[src/rtl/twal_pkg.sv]
// Shared types and constants for the timed attribute write log.
// Used by twal_ctrl, timed_attribute_write_log and the testbench; no dependencies.
package twal_pkg;

  localparam int ATTR_BYTES = 1024;
  localparam int LOG_DEPTH  = 1024;

  localparam int ATTR_AW = (ATTR_BYTES > 1) ? $clog2(ATTR_BYTES) : 1;
  localparam int LOG_AW  = (LOG_DEPTH > 1) ? $clog2(LOG_DEPTH) : 1;
  localparam int COUNT_W = $clog2(LOG_DEPTH + 1);

  typedef enum logic [2:0] {
    ACT_BEGIN  = 3'd0,
    ACT_BASE   = 3'd1,
    ACT_RECORD = 3'd2,
    ACT_REWIND = 3'd3,
    ACT_APPLY  = 3'd4,
    ACT_FLUSH  = 3'd5,
    ACT_CLEAR  = 3'd6,
    ACT_READ   = 3'd7
  } action_t;

  typedef struct packed {
    action_t     action;
    logic        zero_baseline;
    logic [9:0]  scan_line;
    logic [15:0] byte_offset;
    logic [7:0]  byte_value;
  } in_word_t;

  typedef struct packed {
    logic        accepted;
    logic [7:0]  read_data;
    logic        log_overflowed;
    logic [10:0] entries_logged;
  } out_word_t;

  typedef struct packed {
    logic [9:0]         line;
    logic [ATTR_AW-1:0] offset;
    logic [7:0]         value;
  } log_entry_t;

  localparam int LOG_W = $bits(log_entry_t);

  // Port of an attribute store RAM
  typedef struct packed {
    logic               we;
    logic [ATTR_AW-1:0] waddr;
    logic [7:0]         wdata;
    logic               re;
    logic [ATTR_AW-1:0] raddr;
  } attr_port_t;

  // Port of the change log RAM
  typedef struct packed {
    logic              we;
    logic [LOG_AW-1:0] waddr;
    log_entry_t        wdata;
    logic              re;
    logic [LOG_AW-1:0] raddr;
  } log_port_t;

endpackage

[src/rtl/twal_ctrl.sv]
// Sequencer of the timed attribute write log: address counter, replay cursor,
// log count and the result register. Depends on twal_pkg; drives three RAMs.
module twal_ctrl (
  input  logic                 clk,
  input  logic                 rst_n,
  input  logic                 in_valid,
  output logic                 in_ready,
  input  twal_pkg::in_word_t   in_word,
  output logic                 out_valid,
  input  logic                 out_ready,
  output twal_pkg::out_word_t  out_word,
  output twal_pkg::attr_port_t base_req,
  input  logic [7:0]           base_rdata,
  output twal_pkg::attr_port_t cur_req,
  input  logic [7:0]           cur_rdata,
  output twal_pkg::log_port_t  log_req,
  input  twal_pkg::log_entry_t log_rdata
);

  typedef enum logic [2:0] {
    S_SWEEP, S_IDLE, S_COPY, S_COPY_TAIL, S_RP_RD, S_RP_WR, S_RESP
  } state_t;

  localparam logic [twal_pkg::ATTR_AW-1:0] ADDR_LAST =
    twal_pkg::ATTR_AW'(twal_pkg::ATTR_BYTES - 1);
  localparam logic [twal_pkg::COUNT_W-1:0] LOG_FULL =
    twal_pkg::COUNT_W'(twal_pkg::LOG_DEPTH);

  state_t                          state_r, state_nxt;
  logic [twal_pkg::COUNT_W-1:0]    count_r, count_nxt;
  logic [twal_pkg::COUNT_W-1:0]    cursor_r, cursor_nxt;
  logic                            ovf_r, ovf_nxt;
  logic                            item_r, item_nxt;
  logic                            out_valid_r, out_valid_nxt;
  twal_pkg::out_word_t             out_word_r, out_word_nxt;
  logic [twal_pkg::ATTR_AW-1:0]    cnt_r, cnt_nxt;
  logic                            sweep_both_r, sweep_both_nxt;
  logic                            cp_vld_r, cp_vld_nxt;
  logic [twal_pkg::ATTR_AW-1:0]    cp_addr_r, cp_addr_nxt;
  logic                            match_r, match_nxt;
  logic [9:0]                      line_r, line_nxt;
  logic                            acc_r, acc_nxt;
  logic                            rd_r, rd_nxt;
  logic                            offset_ok;
  logic [twal_pkg::ATTR_AW-1:0]    offset_idx;

  assign offset_ok  = 32'(in_word.byte_offset) < twal_pkg::ATTR_BYTES;
  assign offset_idx = twal_pkg::ATTR_AW'(in_word.byte_offset);

  always_comb begin
    state_nxt      = state_r;
    count_nxt      = count_r;
    cursor_nxt     = cursor_r;
    ovf_nxt        = ovf_r;
    item_nxt       = item_r;
    out_valid_nxt  = out_valid_r & ~out_ready;
    out_word_nxt   = out_word_r;
    cnt_nxt        = cnt_r;
    sweep_both_nxt = sweep_both_r;
    cp_vld_nxt     = cp_vld_r;
    cp_addr_nxt    = cp_addr_r;
    match_nxt      = match_r;
    line_nxt       = line_r;
    acc_nxt        = acc_r;
    rd_nxt         = rd_r;
    base_req       = '0;
    cur_req        = '0;
    log_req        = '0;

    unique case (state_r)
      S_SWEEP: begin
        base_req.we    = 1'b1;
        base_req.waddr = cnt_r;
        cur_req.we     = sweep_both_r;
        cur_req.waddr  = cnt_r;
        cnt_nxt        = cnt_r + twal_pkg::ATTR_AW'(1);
        if (cnt_r == ADDR_LAST) begin
          state_nxt = item_r ? S_RESP : S_IDLE;
        end
      end
      S_IDLE: begin
        if (in_valid) begin
          item_nxt = 1'b1;
          acc_nxt  = 1'b1;
          rd_nxt   = 1'b0;
          cnt_nxt  = '0;
          state_nxt = S_RESP;
          unique case (in_word.action)
            twal_pkg::ACT_BEGIN: begin
              count_nxt      = '0;
              cursor_nxt     = '0;
              ovf_nxt        = 1'b0;
              sweep_both_nxt = 1'b0;
              if (in_word.zero_baseline) begin
                state_nxt = S_SWEEP;
              end
            end
            twal_pkg::ACT_BASE: begin
              base_req.we    = offset_ok;
              base_req.waddr = offset_idx;
              base_req.wdata = in_word.byte_value;
              acc_nxt        = offset_ok;
            end
            twal_pkg::ACT_RECORD: begin
              priority if (!offset_ok) begin
                acc_nxt = 1'b0;
              end else if (count_r >= LOG_FULL) begin
                acc_nxt = 1'b0;
                ovf_nxt = 1'b1;
              end else begin
                log_req.we           = 1'b1;
                log_req.waddr        = twal_pkg::LOG_AW'(count_r);
                log_req.wdata.line   = in_word.scan_line;
                log_req.wdata.offset = offset_idx;
                log_req.wdata.value  = in_word.byte_value;
                count_nxt            = count_r + twal_pkg::COUNT_W'(1);
              end
            end
            twal_pkg::ACT_REWIND: begin
              cursor_nxt = '0;
              cp_vld_nxt = 1'b0;
              state_nxt  = S_COPY;
            end
            twal_pkg::ACT_APPLY: begin
              match_nxt = 1'b1;
              line_nxt  = in_word.scan_line;
              state_nxt = S_RP_RD;
            end
            twal_pkg::ACT_FLUSH: begin
              match_nxt = 1'b0;
              state_nxt = S_RP_RD;
            end
            twal_pkg::ACT_CLEAR: begin
              count_nxt      = '0;
              cursor_nxt     = '0;
              ovf_nxt        = 1'b0;
              sweep_both_nxt = 1'b1;
              state_nxt      = S_SWEEP;
            end
            twal_pkg::ACT_READ: begin
              cur_req.re    = offset_ok;
              cur_req.raddr = offset_idx;
              acc_nxt       = offset_ok;
              rd_nxt        = offset_ok;
            end
            default: ;
          endcase
        end
      end
      S_COPY: begin
        // read baseline at cnt, write current one entry behind
        base_req.re    = 1'b1;
        base_req.raddr = cnt_r;
        cur_req.we     = cp_vld_r;
        cur_req.waddr  = cp_addr_r;
        cur_req.wdata  = base_rdata;
        cp_vld_nxt     = 1'b1;
        cp_addr_nxt    = cnt_r;
        cnt_nxt        = cnt_r + twal_pkg::ATTR_AW'(1);
        if (cnt_r == ADDR_LAST) begin
          state_nxt = S_COPY_TAIL;
        end
      end
      S_COPY_TAIL: begin
        cur_req.we    = 1'b1;
        cur_req.waddr = cp_addr_r;
        cur_req.wdata = base_rdata;
        state_nxt     = S_RESP;
      end
      S_RP_RD: begin
        if (cursor_r < count_r) begin
          log_req.re    = 1'b1;
          log_req.raddr = twal_pkg::LOG_AW'(cursor_r);
          state_nxt     = S_RP_WR;
        end else begin
          state_nxt = S_RESP;
        end
      end
      S_RP_WR: begin
        if (!match_r || (log_rdata.line == line_r)) begin
          cur_req.we    = 1'b1;
          cur_req.waddr = log_rdata.offset;
          cur_req.wdata = log_rdata.value;
          cursor_nxt    = cursor_r + twal_pkg::COUNT_W'(1);
          state_nxt     = S_RP_RD;
        end else begin
          state_nxt = S_RESP;
        end
      end
      S_RESP: begin
        if (!out_valid_r || out_ready) begin
          out_valid_nxt               = 1'b1;
          out_word_nxt.accepted       = acc_r;
          out_word_nxt.read_data      = rd_r ? cur_rdata : 8'd0;
          out_word_nxt.log_overflowed = ovf_r;
          out_word_nxt.entries_logged = 11'(count_r);
          state_nxt                   = S_IDLE;
        end
      end
      default: state_nxt = S_IDLE;
    endcase
  end

  always_ff @(posedge clk) begin
    if (!rst_n) begin
      state_r      <= S_SWEEP;
      count_r      <= '0;
      cursor_r     <= '0;
      ovf_r        <= 1'b0;
      item_r       <= 1'b0;
      out_valid_r  <= 1'b0;
      cnt_r        <= '0;
      sweep_both_r <= 1'b1;
      cp_vld_r     <= 1'b0;
    end else begin
      state_r      <= state_nxt;
      count_r      <= count_nxt;
      cursor_r     <= cursor_nxt;
      ovf_r        <= ovf_nxt;
      item_r       <= item_nxt;
      out_valid_r  <= out_valid_nxt;
      cnt_r        <= cnt_nxt;
      sweep_both_r <= sweep_both_nxt;
      cp_vld_r     <= cp_vld_nxt;
    end
    out_word_r <= out_word_nxt;
    cp_addr_r  <= cp_addr_nxt;
    match_r    <= match_nxt;
    line_r     <= line_nxt;
    acc_r      <= acc_nxt;
    rd_r       <= rd_nxt;
  end

  assign in_ready  = (state_r == S_IDLE);
  assign out_valid = out_valid_r;
  assign out_word  = out_word_r;

endmodule

[config.mk]
export PLATFORM = sky130hd
export DESIGN_NAME = twal_ctrl
export DESIGN_NICKNAME = d
export VERILOG_FILES = /design/src/rtl/twal_pkg.sv /design/src/rtl/twal_ctrl.sv
export SDC_FILE = /design/constraint.sdc
export NUM_CORES = 1
export LEC_CHECK = 0
export BUFFER_PORTS_ARGS = -buffer_cell sky130_fd_sc_hd__clkbuf_2
export CAP_MARGIN = 20
export CORE_MARGIN = 2
export CORE_UTILIZATION = 40
export CTS_CLUSTER_SIZE = 24
export DETAILED_ROUTE_END_ITERATION = 8
export PLACE_DENSITY_LB_ADDON = 0.15
export SLEW_MARGIN = 10
export SYNTH_ARGS = -nofsm -noshare
export SYNTH_HDL_FRONTEND = slang
export SYNTH_SLANG_ARGS = --single-unit
[constraint.sdc]
create_clock -name clk -period 2.7 [get_ports clk]
set_input_delay 0 -clock clk [delete_from_list [all_inputs] [get_ports clk]]
set_output_delay 0 -clock clk [all_outputs]
set_load 0.01 [all_outputs]
==> metrics.md, run 1 <==
| Metric | Value |
|---|---|
| Status | `complete, no violations` |
| Number of synthesis warnings | `0` |
| Clock root buffer | `clkbuf_16` |
| Row cnt | `39` |
| Adder-Cell Fraction of Synth Area | `between 3 and 4%` |
| Clock power frac | `roughly 44%` |
| Depth of the CTS H-tree | `3` |
| DP Worst Slack | `around 0.40 ns` |
| Slew HR | `39.52%` |
| Synth Flop Type | `edfxtp_1` |
| Crit Path Class | `flip-flop to output pin` |
| RSZ-0062 raised after global routing | `no` |
| Final global-route overflow total | `0` |
| Slew @ Worst Pin | `around 0.90 ns` |
| Slack of the critical path | `0.2353 ns` |
| Crit-path max FO | `20` |
| First-pass GRT wire length | `around 22 mm` |
| Gpl congestion | `0.8870` |
| Max VDD drop | `roughly 260 uV` |
| Switching power total | `approximately 0.57 mW` |
| Max-slew violations | `0` |
| Routed wire length | `around 14 mm` |
| Sink Count | `84` |
| Final number of setup-violating endpoints | `0` |
| Int Pwr | `around 2.1 mW` |
| Cell area after synthesis | `roughly 4700 sq um` |
| Starting Density | `about two fifths` |
| Largest family of logic cells by synthesized area | `simple AND/OR/NAND/NOR gates` |
| Clock-pin slew on the worst setup and hold paths | `around 0.060 ns` |
| 1st-pass router iterations | `5` |
| Post-synthesis register bit count | `84` |
| DRC | `0` |
| Fin. Hold Viols | `0` |
| HPWL Detailed | `between 10 and 15 mm` |
| Register area share after synthesis | `roughly 45%` |
| Fmax | `405.7 MHz` |
| Startpoint types | `flip-flop` |
| Filler Cells Inserted | `1074` |
| WP data arrival | `2.46 ns` |
| PortBufs | `between 200 and 250` |
| Initial antenna violation count | `0` |
| Per-cell routed wire length | `between 15 and 20 microns` |
| Leakage | `slightly above 3 nW` |
| Worst EP required | `approximately 2.7 ns` |
| Mux cell area share after synthesis | `around 1.3%` |
| Power share of the combinational group | `under 10%` |
| Minimum clock period | `about 2.5 ns` |
| Placed insts | `~870` |
| Core region area | `around 11000 sq um` |
| CTS Buf Count | `9` |
| Antenna cells | `0` |
| PwrDens | `around 420 nW/um^2` |
| Complex-gate fraction of the synthesized area | `~14%` |
| Post-synth cell types | `51` |
| Final worst clock skew | `0.004287 ns` |
| Area of placed instances | `between 6000 and 7000 sq um` |
| Most frequent cells in the layout | `218 x clkbuf_2, 66 x and2_1, 58 x nor2_1, 44 x edfxtp_1, 39 x dfxtp_1` |
| Vias post-DR | `~4800` |
| Final std cells w/o fill | `between 900 and 1000` |
| Post-Route Setup TNS | `0 ns` |
| Switching share of power | `21.04%` |
| Die X | `~110 microns` |
| Sequential power share | `roughly half` |
| Max-cap violations | `0` |
| Final nets | `860` |
| Clock Latency Late Sink | `approximately 0.33 ns` |
| Vias per std cell | `~5.3` |
| 1st-iter DRT viols | `roughly 350` |
| Total GRT Usage | `between 20% and 30%` |
| CTS tree | `built` |
| Number of I/O pins | `between 200 and 250` |
| Hold crit path type | `input pin to flip-flop` |
| Deepest clock path buffer count | `2` |
| Cells after Synth | `522` |
| Share of layout cells above drive strength 1 | `33.55%` |
| FFs w/ async S/R, synth | `0%` |
| Commonest non-fill, non-tap cell in the layout | `clkbuf_2` |
| Mean cell area of the mapped netlist | `between 9 and 10 sq um` |
| Die Y | `112.6 microns` |
| CP endpoint kind | `output pin` |
| Antenna viol nets, final | `0` |
| Largest net degree at the start of global routing | `40` |
| Final hold slack | `0.09192 ns` |
| Post-Synth XOR/XNOR Area | `between 4 and 5%` |
| Synthesized Nets | `about 620` |
| Post-synth EDFFs | `44` |
| Die area | `~13000 sq um` |
| Final non-filler cell area | `roughly 6500 sq um` |
| Period utilisation layout | `roughly 91%` |
| Vias in the first global route | `4450` |
| Syn-to-layout area delta | `37.83%` |
| R2R setup slack | `0.51 ns` |
| Simple-gate area share of the yosys netlist | `between 20% and 30%` |
## registers in the layout, indices dropped and copies added (netlist names), 3 cells and up
signal and count:
line_r 10, count_r 11, cnt_r 10, out_word 21, state_r 3, cp_addr_r 10, cursor_r 11
## metal layers
layer	up-vias	global-route usage [%]	share of wire, %
li1	2325	-	-
met1	2272	28.56	42
met2	168	37.45	51
met3	16	3.456	5.9
met4	0	5.447	1.3
met5	-	0	0
## path summary, 6_finish.rpt
path | from | endpoint | cells past startpoint
max | line_r[9] | cur_req[28] | 8
min | out_ready | out_valid | 4
max reg2reg | line_r[9] | cursor_r[10] | 6
min reg2reg | acc_r | out_word[20] | 0
## layout make-up
class	count	area, sq um	area share [%]
multi-input cells	376	2376	36.53
clock inverters	4	50.05	0.7694
repair buffers	252	1398	21.48
flip-flops and latches	84	2123	32.64
clock buffers	12	236.5	3.635
inverters	38	142.6	2.193
well taps	143	178.9	2.751
## cell families after synthesis
group	count (synthesis)
AOI/OAI and AO/OA	91
adders and majority gates	13
xor gates and xnor gates	23
and+or+nand+nor	243
DFF	84
muxes	6
buffers and inverters	62
## power by group through the flow
stage               Combinational [mW]  Clock, mW  Sequential (mW)
floorplan                       0.0605          0             1.37
global placement                 0.148          0             1.38
detailed placement               0.151          0             1.38
CTS                              0.174       1.22             1.35
global route                     0.193       1.27             1.35
finish                           0.174       1.20             1.35
## stage by stage
| stage | util (%) | total power [mW] |
|---|---|---|
| floorplan | - | 1.433 |
| global placement | 52.48 | 1.524 |
| detailed placement | 52.48 | 1.527 |
| CTS | 56.64 | 2.741 |
| global route | 56.73 | 2.815 |
| finish | 56.73 | 2.723 |
## cells in the mapped netlist (2+ instances only)
library cell	count	area (sq um)
nor2_1	59	221.5
nor3_2	2	20.02
a31oi_1	3	18.77
and2_1	66	412.9
inv_1	36	135.1
xor2_1	4	35.03
nand2_1	38	142.6
a21o_1	3	22.52
nor2b_1	5	31.28
a21oi_1	20	100.1
nand3b_1	2	15.01
a211oi_1	3	22.52
clkbuf_1	20	75.07
o21ai_0	14	70.07
mux2i_1	5	50.05
nand2b_1	8	50.05
nand3_1	12	60.06
a22o_1	19	166.4
and3_1	17	106.4
edfxtp_1	44	1321
nor4_1	3	18.77
nor3_1	10	50.05
buf_2	3	15.01
a222oi_1	10	100.1
clkinv_1	2	7.510
xnor2_1	19	166.4
a22oi_1	4	30.03
nand4_1	12	75.07
a41oi_1	2	17.52
ha_1	13	162.7
or3_1	5	31.28
dfxtp_1	40	800.8
## worst max-delay path: stages (launching register included)
cell	delay [ns]
edfxtp_1	0.39
xnor2_1	0.18
nand4_1	0.13
o41a_1	0.55
nor2_2	0.30
buf_6	0.25
a222oi_1	0.12
inv_1	0.07
clkbuf_2	0.13
## timing repair
action / 4_1_cts / 5_1_grt
endpoints found under the setup margin: 0 / 15
hold endpoints to repair: 19 / 0
buffers inserted: 0 / 0
hold buffers: 19 / 0
gates resized for setup: 0 / 4
No activity file was read; power rests on OpenSTA's default activity.
==> run 2, diff against run 1 <==
- CORE_UTILIZATION: 40 -> 43
==> run 2 against run 1 <==
Compared with the run above: critical path depth grew 1; power shrank 9.5%; highest routed layer unchanged; critical path type unchanged; worst setup slack got worse by 0.034 ns; design area shrank 1.3%; critical endpoint is now log_req[7]; die area fell by 6.7%; count of clock-buffer cells in the layout shrank 3.
==> metrics.md, run 2 (synthesis results as in run 1) <==
| Metric | Value |
|---|---|
| CTS Buf Count | `9 (unchanged)` |
| Depth of the CTS H-tree | `3 (unchanged)` |
| 1st-iter DRT viols | `309 (was 348)` |
| CP endpoint kind | `output pin (unchanged)` |
| Antenna cells | `0 (unchanged)` |
| Commonest non-fill, non-tap cell in the layout | `clkbuf_2 (unchanged)` |
| Int Pwr | `1.873 mW (was 2.150 mW)` |
| Final non-filler cell area | `6424 sq um (was 6505 sq um)` |
| Initial antenna violation count | `0 (unchanged)` |
| Starting Density | `43.73% (was 41.16%)` |
| Largest net degree at the start of global routing | `30 (was 40)` |
| Final nets | `860 (unchanged)` |
| Share of layout cells above drive strength 1 | `33.68% (was 33.55%)` |
| Final std cells w/o fill | `906 (was 909)` |
| HPWL Detailed | `10.25 mm (was 10.48 mm)` |
| Die area | `11830 sq um (was 12680 sq um)` |
| Power share of the combinational group | `7.1% (was 6.4%)` |
| Antenna viol nets, final | `0 (unchanged)` |
| RSZ-0062 raised after global routing | `no (unchanged)` |
| Max-slew violations | `0 (unchanged)` |
| Fmax | `400.3 MHz (was 405.7 MHz)` |
| Number of I/O pins | `219 (unchanged)` |
| Area of placed instances | `6012 sq um (was 6018 sq um)` |
| Status | `complete, no violations (unchanged)` |
| Final worst clock skew | `0.01066 ns (was 0.004287 ns)` |
| Final number of setup-violating endpoints | `0 (unchanged)` |
| Largest register FFs | `21 (unchanged)` |
| Vias in the first global route | `4465 (was 4450)` |
| Vias post-DR | `4740 (was 4781)` |
| DRC | `0 (unchanged)` |
| First-pass GRT wire length | `21.29 mm (was 22.38 mm)` |
| Clock power frac | `38.2% (was 44.1%)` |
| Worst EP required | `2.70 ns (about the same)` |
| PortBufs | `218 (unchanged)` |
| Max-cap violations | `0 (unchanged)` |
| Fin. Hold Viols | `0 (unchanged)` |
| Syn-to-layout area delta | `36.11% (was 37.83%)` |
| Leakage | `2.990 nW (was 3.016 nW)` |
| Routed wire length | `13.70 mm (was 14.07 mm)` |
| Slew HR | `36.06% (was 39.52%)` |
| Post-CTS Setup Repair Bufs | `0 (unchanged)` |
| Core region area | `10790 sq um (was 11470 sq um)` |
| Row cnt | `38 (was 39)` |
| Vias per std cell | `5.232 (was 5.260)` |
| Placed insts | `870 (was 874)` |
| Gpl congestion | `0.8437 (was 0.8870)` |
| Sink Count | `84 (unchanged)` |
| Clock-pin slew on the worst setup and hold paths | `0.09 ns (was 0.06 ns)` |
| Minimum clock period | `2.498 ns (was 2.465 ns)` |
| Die Y | `108.8 microns (was 112.6 microns)` |
| WP data arrival | `2.50 ns (was 2.46 ns)` |
| Sequential power share | `54.7% (was 49.5%)` |
| 1st-pass router iterations | `5 (unchanged)` |
| Hold crit path type | `input pin to flip-flop (unchanged)` |
| Per-cell routed wire length | `15.12 microns (was 15.48 microns)` |
| Post-Route Setup TNS | `0 ns (unchanged)` |
| Crit-path max FO | `11 (was 20)` |
| Startpoint types | `flip-flop (unchanged)` |
| Max VDD drop | `264.4 uV (was 257.3 uV)` |
| Switching power total | `0.5907 mW (was 0.5729 mW)` |
| Total GRT Usage | `23.03% (was 21.73%)` |
| Final global-route overflow total | `0 (unchanged)` |
| CTS tree | `built (unchanged)` |
| Most frequent cells in the layout | `218 x clkbuf_2, 66 x and2_1, 59 x nor2_1, 44 x edfxtp_1, 40 x dfxtp_1 (was 218 x clkbuf_2, 66 x and2_1, 58 x nor2_1, 44 x edfxtp_1, 39 x dfxtp_1)` |
| Crit Path Class | `flip-flop to output pin (unchanged)` |
| Switching share of power | `23.97% (was 21.04%)` |
| Filler Cells Inserted | `941 (was 1074)` |
| Clock root buffer | `clkbuf_8 (was clkbuf_16)` |
| Slew @ Worst Pin | `0.9556 ns (was 0.9038 ns)` |
| Period utilisation layout | `92.53% (was 91.29%)` |
| Clock Latency Late Sink | `0.37 ns (was 0.33 ns)` |
| PwrDens | `383.6 nW/um^2 (was 418.5 nW/um^2)` |
| Deepest clock path buffer count | `2 (unchanged)` |
| Die X | `108.8 microns (was 112.6 microns)` |
run 2: changes by cell type in the layout (fill, tap and decap cells not counted), sizes merged:
| cell | previous run | this run |
|---|---|---|
| clkinv | 3 | 6 |
| clkbuf | 230 | 227 |
| inv | 36 | 38 |
| buf | 15 | 14 |
| clkinvlp | 2 | 0 |
| dlygate4sd3 | 19 | 20 |
run 2: final cells by class:
cell class	instances	area (sq um)	share of cell area (%)
clock buffers	9	123.9	1.928
inverters	38	142.6	2.220
well taps	140	175.2	2.727
multi-input cells	376	2381	37.07
flip-flops and latches	84	2122	33.03
repair buffers	252	1396	21.74
clock inverters	7	82.58	1.286
run 2: final timing paths:
check	slack [ns]	cells past startpoint	to	startpoint
min	0.1	3	sweep_both_r	in_word[37]
max	0.20	9	log_req[7]	count_r[8]
max reg2reg	0.54	6	cursor_r[10]	line_r[9]
min reg2reg	0.44	0	out_word[20]	acc_r
run 2: repair_timing:
action                                 CTS  global route
hold buffers                            20             0
setup endpoints to repair               10            11
endpoints found under the hold margin   20             0
resized for setup                        1             1
pin swaps                                0             1
run 2: power groups by stage:
stage / logic [mW] / registers (mW) / clock network (mW)
after floorplan: 0.0605 / 1.37 / 0
after global placement: 0.148 / 1.38 / 0
after detailed placement: 0.152 / 1.38 / 0
after CTS: 0.176 / 1.35 / 0.965
after global routing: 0.194 / 1.35 / 1.01
final: 0.175 / 1.35 / 0.942
run 2: critical path, cell delays in order, from the launching register on:
cell	delay [ns]
dfxtp_1	0.40
inv_1	0.09
ha_1	0.32
a21o_1	0.17
a21o_1	0.17
a21oi_1	0.13
o21ai_1	0.13
or3_4	0.42
nor2_1	0.15
clkbuf_2	0.15
run 2: routing by layer:
| layer | routed length [microns] | global-route usage (%) | vias to the layer above |
|---|---|---|---|
| li1 | - | - | 2325 |
| met1 | 5405 | 27.00 | 2213 |
| met2 | 7207 | 41.88 | 183 |
| met3 | 815 | 4.065 | 19 |
| met4 | 272 | 8.516 | 0 |
| met5 | 0 | 0 | - |
run 2: metrics by stage:
stage	hold slack, ns	utilization [%]	worst slack [ns]	power, mW
6_report	0.09932	59.52	0.2018	2.464
5_1_grt	0.1266	59.52	0.009326	2.549
4_1_cts	0.09416	59.52	0.08931	2.487
3_5_place_dp	0.1904	55.70	0.3958	1.528
3_3_place_gp	0.1915	55.70	0.5176	1.524
2_1_floorplan	0.07623	-	0.04695	1.433
